File: config.mk
export PLATFORM = sky130hd
export DESIGN_NAME = base64_stream_codec
export DESIGN_NICKNAME = d
export VERILOG_FILES = /design/src/b64c_pkg.sv /design/src/b64c_step.sv /design/src/base64_stream_codec.sv
export SDC_FILE = /design/constraint.sdc
export NUM_CORES = 1
export LEC_CHECK = 0
export ABC_AREA = 1
export ABC_CLOCK_PERIOD_IN_PS = 3900
export BUFFER_PORTS_ARGS = -buffer_cell sky130_fd_sc_hd__buf_4
export CORE_MARGIN = 2
export CORE_UTILIZATION = 65
export CTS_CLUSTER_DIAMETER = 60
export DETAILED_ROUTE_END_ITERATION = 10
export GPL_TIMING_DRIVEN = 0
export PLACE_DENSITY = 0.95
export SYNTH_ARGS = -nofsm -noshare
export SYNTH_HDL_FRONTEND = slang
export SYNTH_HIERARCHICAL = 1
export SYNTH_SLANG_ARGS = --single-unit
File: constraint.sdc
create_clock -name clk_i -period 3.9 [get_ports clk_i]
set_clock_uncertainty 0.2 [all_clocks]
set_input_delay 0.39 -clock clk_i [delete_from_list [all_inputs] [get_ports clk_i]]
set_output_delay 0.39 -clock clk_i [all_outputs]
set_load 0.005 [all_outputs]
File: src/b64c_pkg.sv
// ----------------------------------------------------------------------------
// b64c_pkg
// Types and symbol helpers shared by the streaming base64 codec.
// ----------------------------------------------------------------------------
package b64c_pkg;

  localparam int unsigned ByteW   = 8;
  localparam int unsigned SymW    = 6;
  localparam int unsigned StoreW  = 6;   // pending bits never exceed one symbol
  localparam int unsigned CountW  = 3;   // pending bit count, 0..6
  localparam int unsigned MaxRes  = 4;   // results per item at most
  localparam int unsigned ResCntW = 3;   // 0..MaxRes

  localparam logic [ByteW-1:0] PadChar = 8'h3D;  // '='

  typedef enum logic {
    DirEncode = 1'b0,
    DirDecode = 1'b1
  } dir_e;

  typedef struct packed {
    logic [StoreW-1:0] store;
    logic [CountW-1:0] count;
    logic              halted;
  } b64c_state_t;

  typedef struct packed {
    logic [MaxRes-1:0][ByteW-1:0] chars;
    logic [ResCntW-1:0]           cnt;
  } b64c_result_t;

  // 6-bit value to alphabet character
  function automatic logic [ByteW-1:0] enc_sym(input logic [SymW-1:0] v);
    logic [ByteW-1:0] w;
    w = {2'b00, v};
    if (v < 6'd26)      return 8'h41 + w;          // 'A'
    else if (v < 6'd52) return 8'h61 + w - 8'd26;  // 'a'
    else if (v < 6'd62) return 8'h30 + w - 8'd52;  // '0'
    else if (v == 6'd62) return 8'h2B;             // '+'
    else                 return 8'h2F;             // '/'
  endfunction

  // alphabet character to {valid, value}; '=' and everything else is invalid
  function automatic logic [SymW:0] dec_sym(input logic [ByteW-1:0] c);
    if (c >= 8'h41 && c <= 8'h5A) return {1'b1, SymW'(c - 8'h41)};
    if (c >= 8'h61 && c <= 8'h7A) return {1'b1, SymW'(c - 8'h61 + 8'd26)};
    if (c >= 8'h30 && c <= 8'h39) return {1'b1, SymW'(c - 8'h30 + 8'd52)};
    if (c == 8'h2B) return {1'b1, 6'd62};
    if (c == 8'h2F) return {1'b1, 6'd63};
    return {1'b0, 6'd0};
  endfunction

endpackage

File: src/b64c_step.sv
// ----------------------------------------------------------------------------
// b64c_step
// Combinational next-state and result generation for one item.
// ----------------------------------------------------------------------------
module b64c_step import b64c_pkg::*; (
  input  dir_e             dir_i,
  input  b64c_state_t      state_i,
  input  logic [ByteW-1:0] in_byte_i,
  input  logic             eom_i,
  output b64c_state_t      state_o,
  output b64c_result_t     result_o
);

  always_comb begin
    logic [9:0]        acc10;
    logic [11:0]       acc12;
    logic [7:0]        acc8;
    logic [3:0]        rem;
    logic [CountW-1:0] rem_n;
    logic [SymW:0]     dv;

    state_o  = state_i;
    result_o = '0;
    acc10    = '0;
    acc12    = '0;
    acc8     = '0;
    rem      = '0;
    rem_n    = '0;
    dv       = dec_sym(in_byte_i);

    if (dir_i == DirEncode) begin
      unique case (state_i.count)
        3'd2: begin
          acc10 = {state_i.store[1:0], in_byte_i};
          result_o.chars[0] = enc_sym(acc10[9:4]);
          result_o.cnt      = 3'd1;
          rem   = in_byte_i[3:0];
          rem_n = 3'd4;
        end
        3'd4: begin
          acc12 = {state_i.store[3:0], in_byte_i};
          result_o.chars[0] = enc_sym(acc12[11:6]);
          result_o.chars[1] = enc_sym(acc12[5:0]);
          result_o.cnt      = 3'd2;
        end
        default: begin
          result_o.chars[0] = enc_sym(in_byte_i[7:2]);
          result_o.cnt      = 3'd1;
          rem   = {2'b00, in_byte_i[1:0]};
          rem_n = 3'd2;
        end
      endcase
      state_o.store = {2'b00, rem};
      state_o.count = rem_n;
      if (eom_i) begin
        // flush leftover bits left-aligned, then pad to a full quad
        if (rem_n == 3'd2) begin
          result_o.chars[1] = enc_sym({rem[1:0], 4'b0000});
          result_o.chars[2] = PadChar;
          result_o.chars[3] = PadChar;
          result_o.cnt      = 3'd4;
        end else if (rem_n == 3'd4) begin
          result_o.chars[1] = enc_sym({rem, 2'b00});
          result_o.chars[2] = PadChar;
          result_o.cnt      = 3'd3;
        end
      end
    end else if (!state_i.halted) begin
      if (!dv[SymW]) begin
        state_o.halted = 1'b1;
      end else begin
        unique case (state_i.count)
          3'd6: begin
            acc12 = {state_i.store, dv[SymW-1:0]};
            result_o.chars[0] = acc12[11:4];
            result_o.cnt      = 3'd1;
            state_o.store = {2'b00, acc12[3:0]};
            state_o.count = 3'd4;
          end
          3'd4: begin
            acc10 = {state_i.store[3:0], dv[SymW-1:0]};
            result_o.chars[0] = acc10[9:2];
            result_o.cnt      = 3'd1;
            state_o.store = {4'b0000, acc10[1:0]};
            state_o.count = 3'd2;
          end
          3'd2: begin
            acc8 = {state_i.store[1:0], dv[SymW-1:0]};
            result_o.chars[0] = acc8;
            result_o.cnt      = 3'd1;
            state_o.store = '0;
            state_o.count = 3'd0;
          end
          default: begin
            state_o.store = dv[SymW-1:0];
            state_o.count = 3'd6;
          end
        endcase
      end
    end

    if (eom_i) state_o = '0;
  end

endmodule

File: src/base64_stream_codec.sv
// ----------------------------------------------------------------------------
// base64_stream_codec
// Streaming base64 encoder/decoder, standard alphabet, direction register.
// ----------------------------------------------------------------------------
//  channel | signals                                  | role
//  --------+------------------------------------------+-----------------------
//  in      | in_valid_i/in_ready_o, in_byte_i,        | byte or character,
//          | end_of_message_i                         | message end flag
//  out     | out_valid_o/out_ready_i, out_byte_o,     | character or byte,
//          | run_last_o                               | last of this item
//  cfg     | cfg_we_i, cfg_wdata_i                    | direction, clears state
//
// An item waits in the input register until the result buffer is free, then
// its results (0..4) are computed in one pass into the result buffer and
// leave one per cycle while out_ready_i is high; the next item may load as
// the last result leaves. A full buffer with out stalled holds one more item
// in the input register. Reset clears direction, state, input flag, count.
// ----------------------------------------------------------------------------
module base64_stream_codec import b64c_pkg::*; (
  input  logic             clk_i,
  input  logic             rst_ni,
  input  logic             cfg_we_i,
  input  logic             cfg_wdata_i,
  input  logic             in_valid_i,
  output logic             in_ready_o,
  input  logic [ByteW-1:0] in_byte_i,
  input  logic             end_of_message_i,
  output logic             out_valid_o,
  input  logic             out_ready_i,
  output logic [ByteW-1:0] out_byte_o,
  output logic             run_last_o
);

  dir_e                         dir_q;
  b64c_state_t                  state_q, state_d;
  b64c_result_t                 result_d;

  logic                         in_full_q;
  logic [ByteW-1:0]             in_byte_q;
  logic                         in_eom_q;

  logic [MaxRes-1:0][ByteW-1:0] chars_q;
  logic [ResCntW-1:0]           rem_q;
  logic [1:0]                   idx_q;

  logic out_xfer, last_xfer, buf_free, load, in_xfer;

  assign out_valid_o = (rem_q != '0);
  assign out_byte_o  = chars_q[idx_q];
  assign run_last_o  = (rem_q == ResCntW'(1));

  assign out_xfer  = out_valid_o && out_ready_i;
  assign last_xfer = out_xfer && run_last_o;
  assign buf_free  = !out_valid_o || last_xfer;
  assign load      = in_full_q && buf_free;
  assign in_ready_o = !in_full_q || load;
  assign in_xfer   = in_valid_i && in_ready_o;

  b64c_step u_step (
    .dir_i     (dir_q),
    .state_i   (state_q),
    .in_byte_i (in_byte_q),
    .eom_i     (in_eom_q),
    .state_o   (state_d),
    .result_o  (result_d)
  );

  always_ff @(posedge clk_i or negedge rst_ni) begin
    if (!rst_ni) begin
      dir_q   <= DirEncode;
      state_q <= '0;
    end else if (cfg_we_i) begin
      dir_q   <= dir_e'(cfg_wdata_i);
      state_q <= '0;
    end else if (load) begin
      state_q <= state_d;
    end
  end

  // input register
  always_ff @(posedge clk_i or negedge rst_ni) begin
    if (!rst_ni) begin
      in_full_q <= 1'b0;
    end else if (in_xfer) begin
      in_full_q <= 1'b1;
    end else if (load) begin
      in_full_q <= 1'b0;
    end
  end

  always_ff @(posedge clk_i) begin
    if (in_xfer) begin
      in_byte_q <= in_byte_i;
      in_eom_q  <= end_of_message_i;
    end
  end

  // result buffer, drained one transfer per cycle
  always_ff @(posedge clk_i or negedge rst_ni) begin
    if (!rst_ni) begin
      rem_q <= '0;
      idx_q <= '0;
    end else if (load) begin
      rem_q <= result_d.cnt;
      idx_q <= '0;
    end else if (out_xfer) begin
      rem_q <= rem_q - ResCntW'(1);
      idx_q <= idx_q + 2'd1;
    end
  end

  always_ff @(posedge clk_i) begin
    if (load) chars_q <= result_d.chars;
  end

endmodule
After elaboration in Yosys (flattened, before gate mapping)
Cells that the tools add are included.
Storage, ports and cells
  register bits after elaboration: 56
  input bits: 15
  output and inout port bits: 11
Operators by class
  add/sub/neg operators: 37
  order comparisons: 25
  equality and inequality tests: 14
  multiplexer cells: 81
  bitwise logic cells: 1
  reductions and logical operators: 20
Operators with widths (count)
  $mux W8: 21
  $add A7 B6 Y8 const A: 12
  $lt A6 B6 Y1 const B: 12
  $mux W7: 10
  $sub A8 B5 Y8 const B: 6
  $sub A8 B6 Y8 const B: 6
  $add A6 B6 Y7 const A: 6
  $mux W10: 4
  $lt A6 B5 Y1 const B: 6
  $mux W11: 3
  $pmux W11 S3: 1
  $mux W3: 10
  $mux W14: 2
  $pmux W9 S3: 1
  $eq A6 B6 Y1 const B: 4
  $pmux W11 S2: 1
  $mux W1: 19
  $mux W9: 2
  $bmux W8 S2: 1
  $eq A8 B6 Y1 const B: 2
  $ge A8 B7 Y1 const B: 2
  $le A8 B7 Y1 const B: 2
  $sub A6 B6 Y6 const B: 2
  $eq A3 B3 Y1 const B: 3
  27 further kinds: 40

Depth between registers and ports, before layout
  word-level depth: 25
  mapped depth: 20
  depth with buffers taken out: 18

Hierarchy
Netlist, hierarchy kept.
Modules (own cells, without submodules)
  b64c_step: times used 1, cells each 604, area each 3144.3 um^2
  base64_stream_codec: times used 1, cells each 186, area each 2366.0 um^2

Worst setup path before layout
No wires, ideal clock.
  path type: register -> register
  start: reg in_byte_q[4]
  end: reg chars_q[1] in the netlist's numbering (data pin)
  arrival time: 1933 ps
  required time: 3448 ps
  path slack: 1515 ps
  stages on the path, launching flop included: 15
  path buffers: 1
  clock period less this slack: 2385 ps
  cell sequence: edfxtp_1 buf_2 inv_2 ha_1 inv_1 a21oi_1 nand3_1 nand2_1 inv_1 nor2_1 nand2_1 nand3_1 nand3_1 nand2_1 nand2_1
RTL lines
  start, declared: line base64_stream_codec.sv:39  | logic [ByteW-1:0] in_byte_q;
  start signal, assigned: line base64_stream_codec.sv:93  | in_byte_q <= in_byte_i;
  end signal, assigned: line base64_stream_codec.sv:113  | if (load) chars_q <= result_d.chars;
  end, declared: line base64_stream_codec.sv:42  | logic [MaxRes-1:0][ByteW-1:0] chars_q;

==> flow_metrics.env <==
export IMPL_ant_nets=0
export IMPL_synth_warnings=6
export IMPL_tightestPinTransition_ps=1110
export IMPL_viasPerCell=6.19
export IMPL_critical_path_required_ps=3810
export IMPL_end_kind="register"
export IMPL_synth_edf_count=41
export IMPL_htree_num_levels=3
export IMPL_grt_max_degree=33
export IMPL_synth_area_mm2=0.00551
export IMPL_initial_core_util=0.671
export IMPL_finalHoldViolCount=0
export IMPL_ir_worst_vdd_mv=0.329
export IMPL_final_layout_size_suffix_gt1_frac=0.141
export IMPL_clk_latency_ps=340
export IMPL_clkPwrFrac=0.157
export IMPL_slew_headroom=0.258
export IMPL_hold_class="input pin to register"
export IMPL_synth_seq_area_share=0.301
export IMPL_num_antenna_cells=0
export IMPL_post_synth_top_area_cell="edfxtp_1"
export IMPL_clock_path_buffers=2
export IMPL_grt_usage=0.376
export IMPL_area_growth_pct=10.3
export IMPL_fp_dieArea_mm2=0.00923
export IMPL_grt_overflow=0
export IMPL_power_density_mw_per_mm2=639
export IMPL_grt_pass1_wl_um=26300
export IMPL_p_comb_frac=0.575
export IMPL_path_class="register to register"
export IMPL_tritoncts="done"
export IMPL_setup_viol=0
export IMPL_finalNetCount=877
export IMPL_multi_input_comb_area_mm2=0.00325
export IMPL_status="finished clean"
export IMPL_r2r_slack_ps=800
export IMPL_grt_pass1_vias=5382
export IMPL_ys_top_cells_by_area="edfxtp_1, nand2_1, nand3_1"
export IMPL_setup_tns_ps=0
export IMPL_async_reset_ff_frac=0.293
export IMPL_fillCellCount=652
export IMPL_synth_common_cells="nand2_1, nand3_1, inv_1"
export IMPL_rows=33
export IMPL_synth_most_common_cell="nand2_1"
export IMPL_path_clk_slew_ps=70
export IMPL_port_buffers=25
export IMPL_hpwl_um=12900
export IMPL_vias=5832
export IMPL_io_pins=26
export IMPL_postCtsHoldBufs=1
export IMPL_routedWlPerCell_um=18.1
export IMPL_final_core_util=0.739
export IMPL_worstPathMaxFanout=9
export IMPL_finalMaxSlewViolations=0
export IMPL_maxCapViolations=0
export IMPL_antenna_found_initial=0
export IMPL_post_cts_buffers=0
export IMPL_internal_power_mw=2.03
export IMPL_start_kind="register"
export IMPL_ctsResizeCount=0
export IMPL_drt_iter0_markers=753
export IMPL_clock_fmax_ghz=0.323
export IMPL_first_pass_iters=6
export IMPL_fin_crit_sh=0.794
export IMPL_gp_congestion=0.986
export IMPL_cts_sinks=58
export IMPL_fp_dieH_um=96.1
export IMPL_cts_root_buf="clkbuf_8"
export IMPL_seq_area_mm2=0.00166
export IMPL_core_mm2=0.00822
export IMPL_yosysUniqueCellTypes=47
export IMPL_rsz0062_at_grt="no"
export IMPL_arrival_ps=3010
export IMPL_wl_um=17100
export IMPL_ys_dominant_reg_cell="edfxtp_1"
export IMPL_sw_frac_of_total=0.477
export IMPL_die_w_um=96.1
export IMPL_leakagePower_nw=2.79
export IMPL_syn_inst=790
export IMPL_synth_seq_cells=58
export IMPL_power_switching_mw=1.85
export IMPL_seq_power_share=0.268
export IMPL_drc=0
export IMPL_avgSynthCellArea_um2=6.98
export IMPL_numCtsBuffers=9
export IMPL_synth_top_area_frac=0.223
export IMPL_post_route_min_period_ps=3100
state kept, by name, summed over array words and instances, names as in the netlist:
register	flops
chars_q	32
state_q	10
in_byte_q	8
rem_q	3
idx_q	2
dir_q	1
in_eom_q	1
in_full_q	1
cells in the final DEF (no fill, tap or decap), types with 3 or more instances in the layout:
cell type  netlist  final
a21oi_1         42     42
nand3_2         11     11
clkinv_1         2      3
buf_2            8      8
buf_4           18     43
xnor2_1          5      5
clkbuf_1         5      7
nand3_1         89     89
nand2_1        208    208
nand4_1         15     15
o21ai_1          6      6
nor3_1           9      9
inv_1           68     68
buf_6            4      4
dfrtp_1         17     17
o21ai_0         56     56
nand2_2          5      5
clkbuf_8         1     12
xor2_1           9      9
ha_1            30     30
o211ai_1        18     18
o22ai_1         12     12
conb_1           1      6
inv_2           15     15
nor2_1          59     59
a31oi_1          3      3
edfxtp_1        41     41
nor4_1           3      3
nand2_4          4      4
critical path, cell delays in order, from the launching register on:
cell,delay [ps]
edfxtp_1,480
clkinv_1,370
ha_1,350
inv_1,100
nand2_1,90
nand3_1,70
nand2_1,50
nand2_1,220
nand2_4,130
nand2_2,110
nor2_2,70
nor2_4,140
nand2_1,150
o21ai_0,350
logic make-up after synthesis:
kind of cell	Yosys count	share of synthesized area
flip-flops	58	0.301
AO/OA/AOI/OAI	150	0.157
adder cells (fa/ha/maj)	30	0.0681
AND/OR/NAND/NOR	411	0.339
buffers and inverters	126	0.113
other	1	0.000681
XOR/XNOR	14	0.0223
final timing paths:
| kind | startpoint | cells past startpoint | endpoint |
|---|---|---|---|
| max | in_byte_q[1] | 13 | chars_q[6] |
| min reg2reg | rem_q[1] | 2 | rem_q[1] |
| max reg2reg | in_byte_q[1] | 13 | chars_q[6] |
| min | end_of_message_i | 1 | in_eom_q |
| min in group asynchronous | rst_ni | 2 | idx_q[0] |
| max in group asynchronous | rst_ni | 2 | state_q[7] |
through the flow:
stage                     cell area [µm²]  setup slack (ps)  cells  hold slack (ps)  total power, mW
after floorplan                      5530              1520    795             -106             2.52
after global placement               5850               894    925             59.6             3.11
after detailed placement             5850               958    925             67.7             3.20
after CTS                            6080               921    942             18.2             3.81
after global routing                 6080               664    942             9.86             4.13
final                                6080               803    942             26.1             3.88
metal layers:
layer | part of all wire | GRT usage
met5 | 0 | 0
met3 | 0.081 | 0.0619
met4 | 0.052 | 0.193
met2 | 0.48 | 0.639
met1 | 0.39 | 0.458
power groups by stage:
| stage | logic (mW) | clock network, mW | registers [mW] |
|---|---|---|---|
| 2_1_floorplan | 1.51 | 0 | 1.01 |
| 6_report | 2.23 | 0.609 | 1.04 |
| 4_1_cts | 2.16 | 0.612 | 1.04 |
| 5_1_grt | 2.42 | 0.642 | 1.06 |
| 3_5_place_dp | 2.15 | 0 | 1.05 |
| 3_3_place_gp | 2.07 | 0 | 1.04 |
area by class of cell:
class,count,share of cell area
inverter,87,0.0546
timing repair buffer,26,0.0325
sequential,58,0.273
tap,105,0.0216
multi-input combinational,611,0.535
clock buffer,14,0.0303
buffer,39,0.0480
clock inverter,2,0.00556
(Power assumes the default switching activity.)
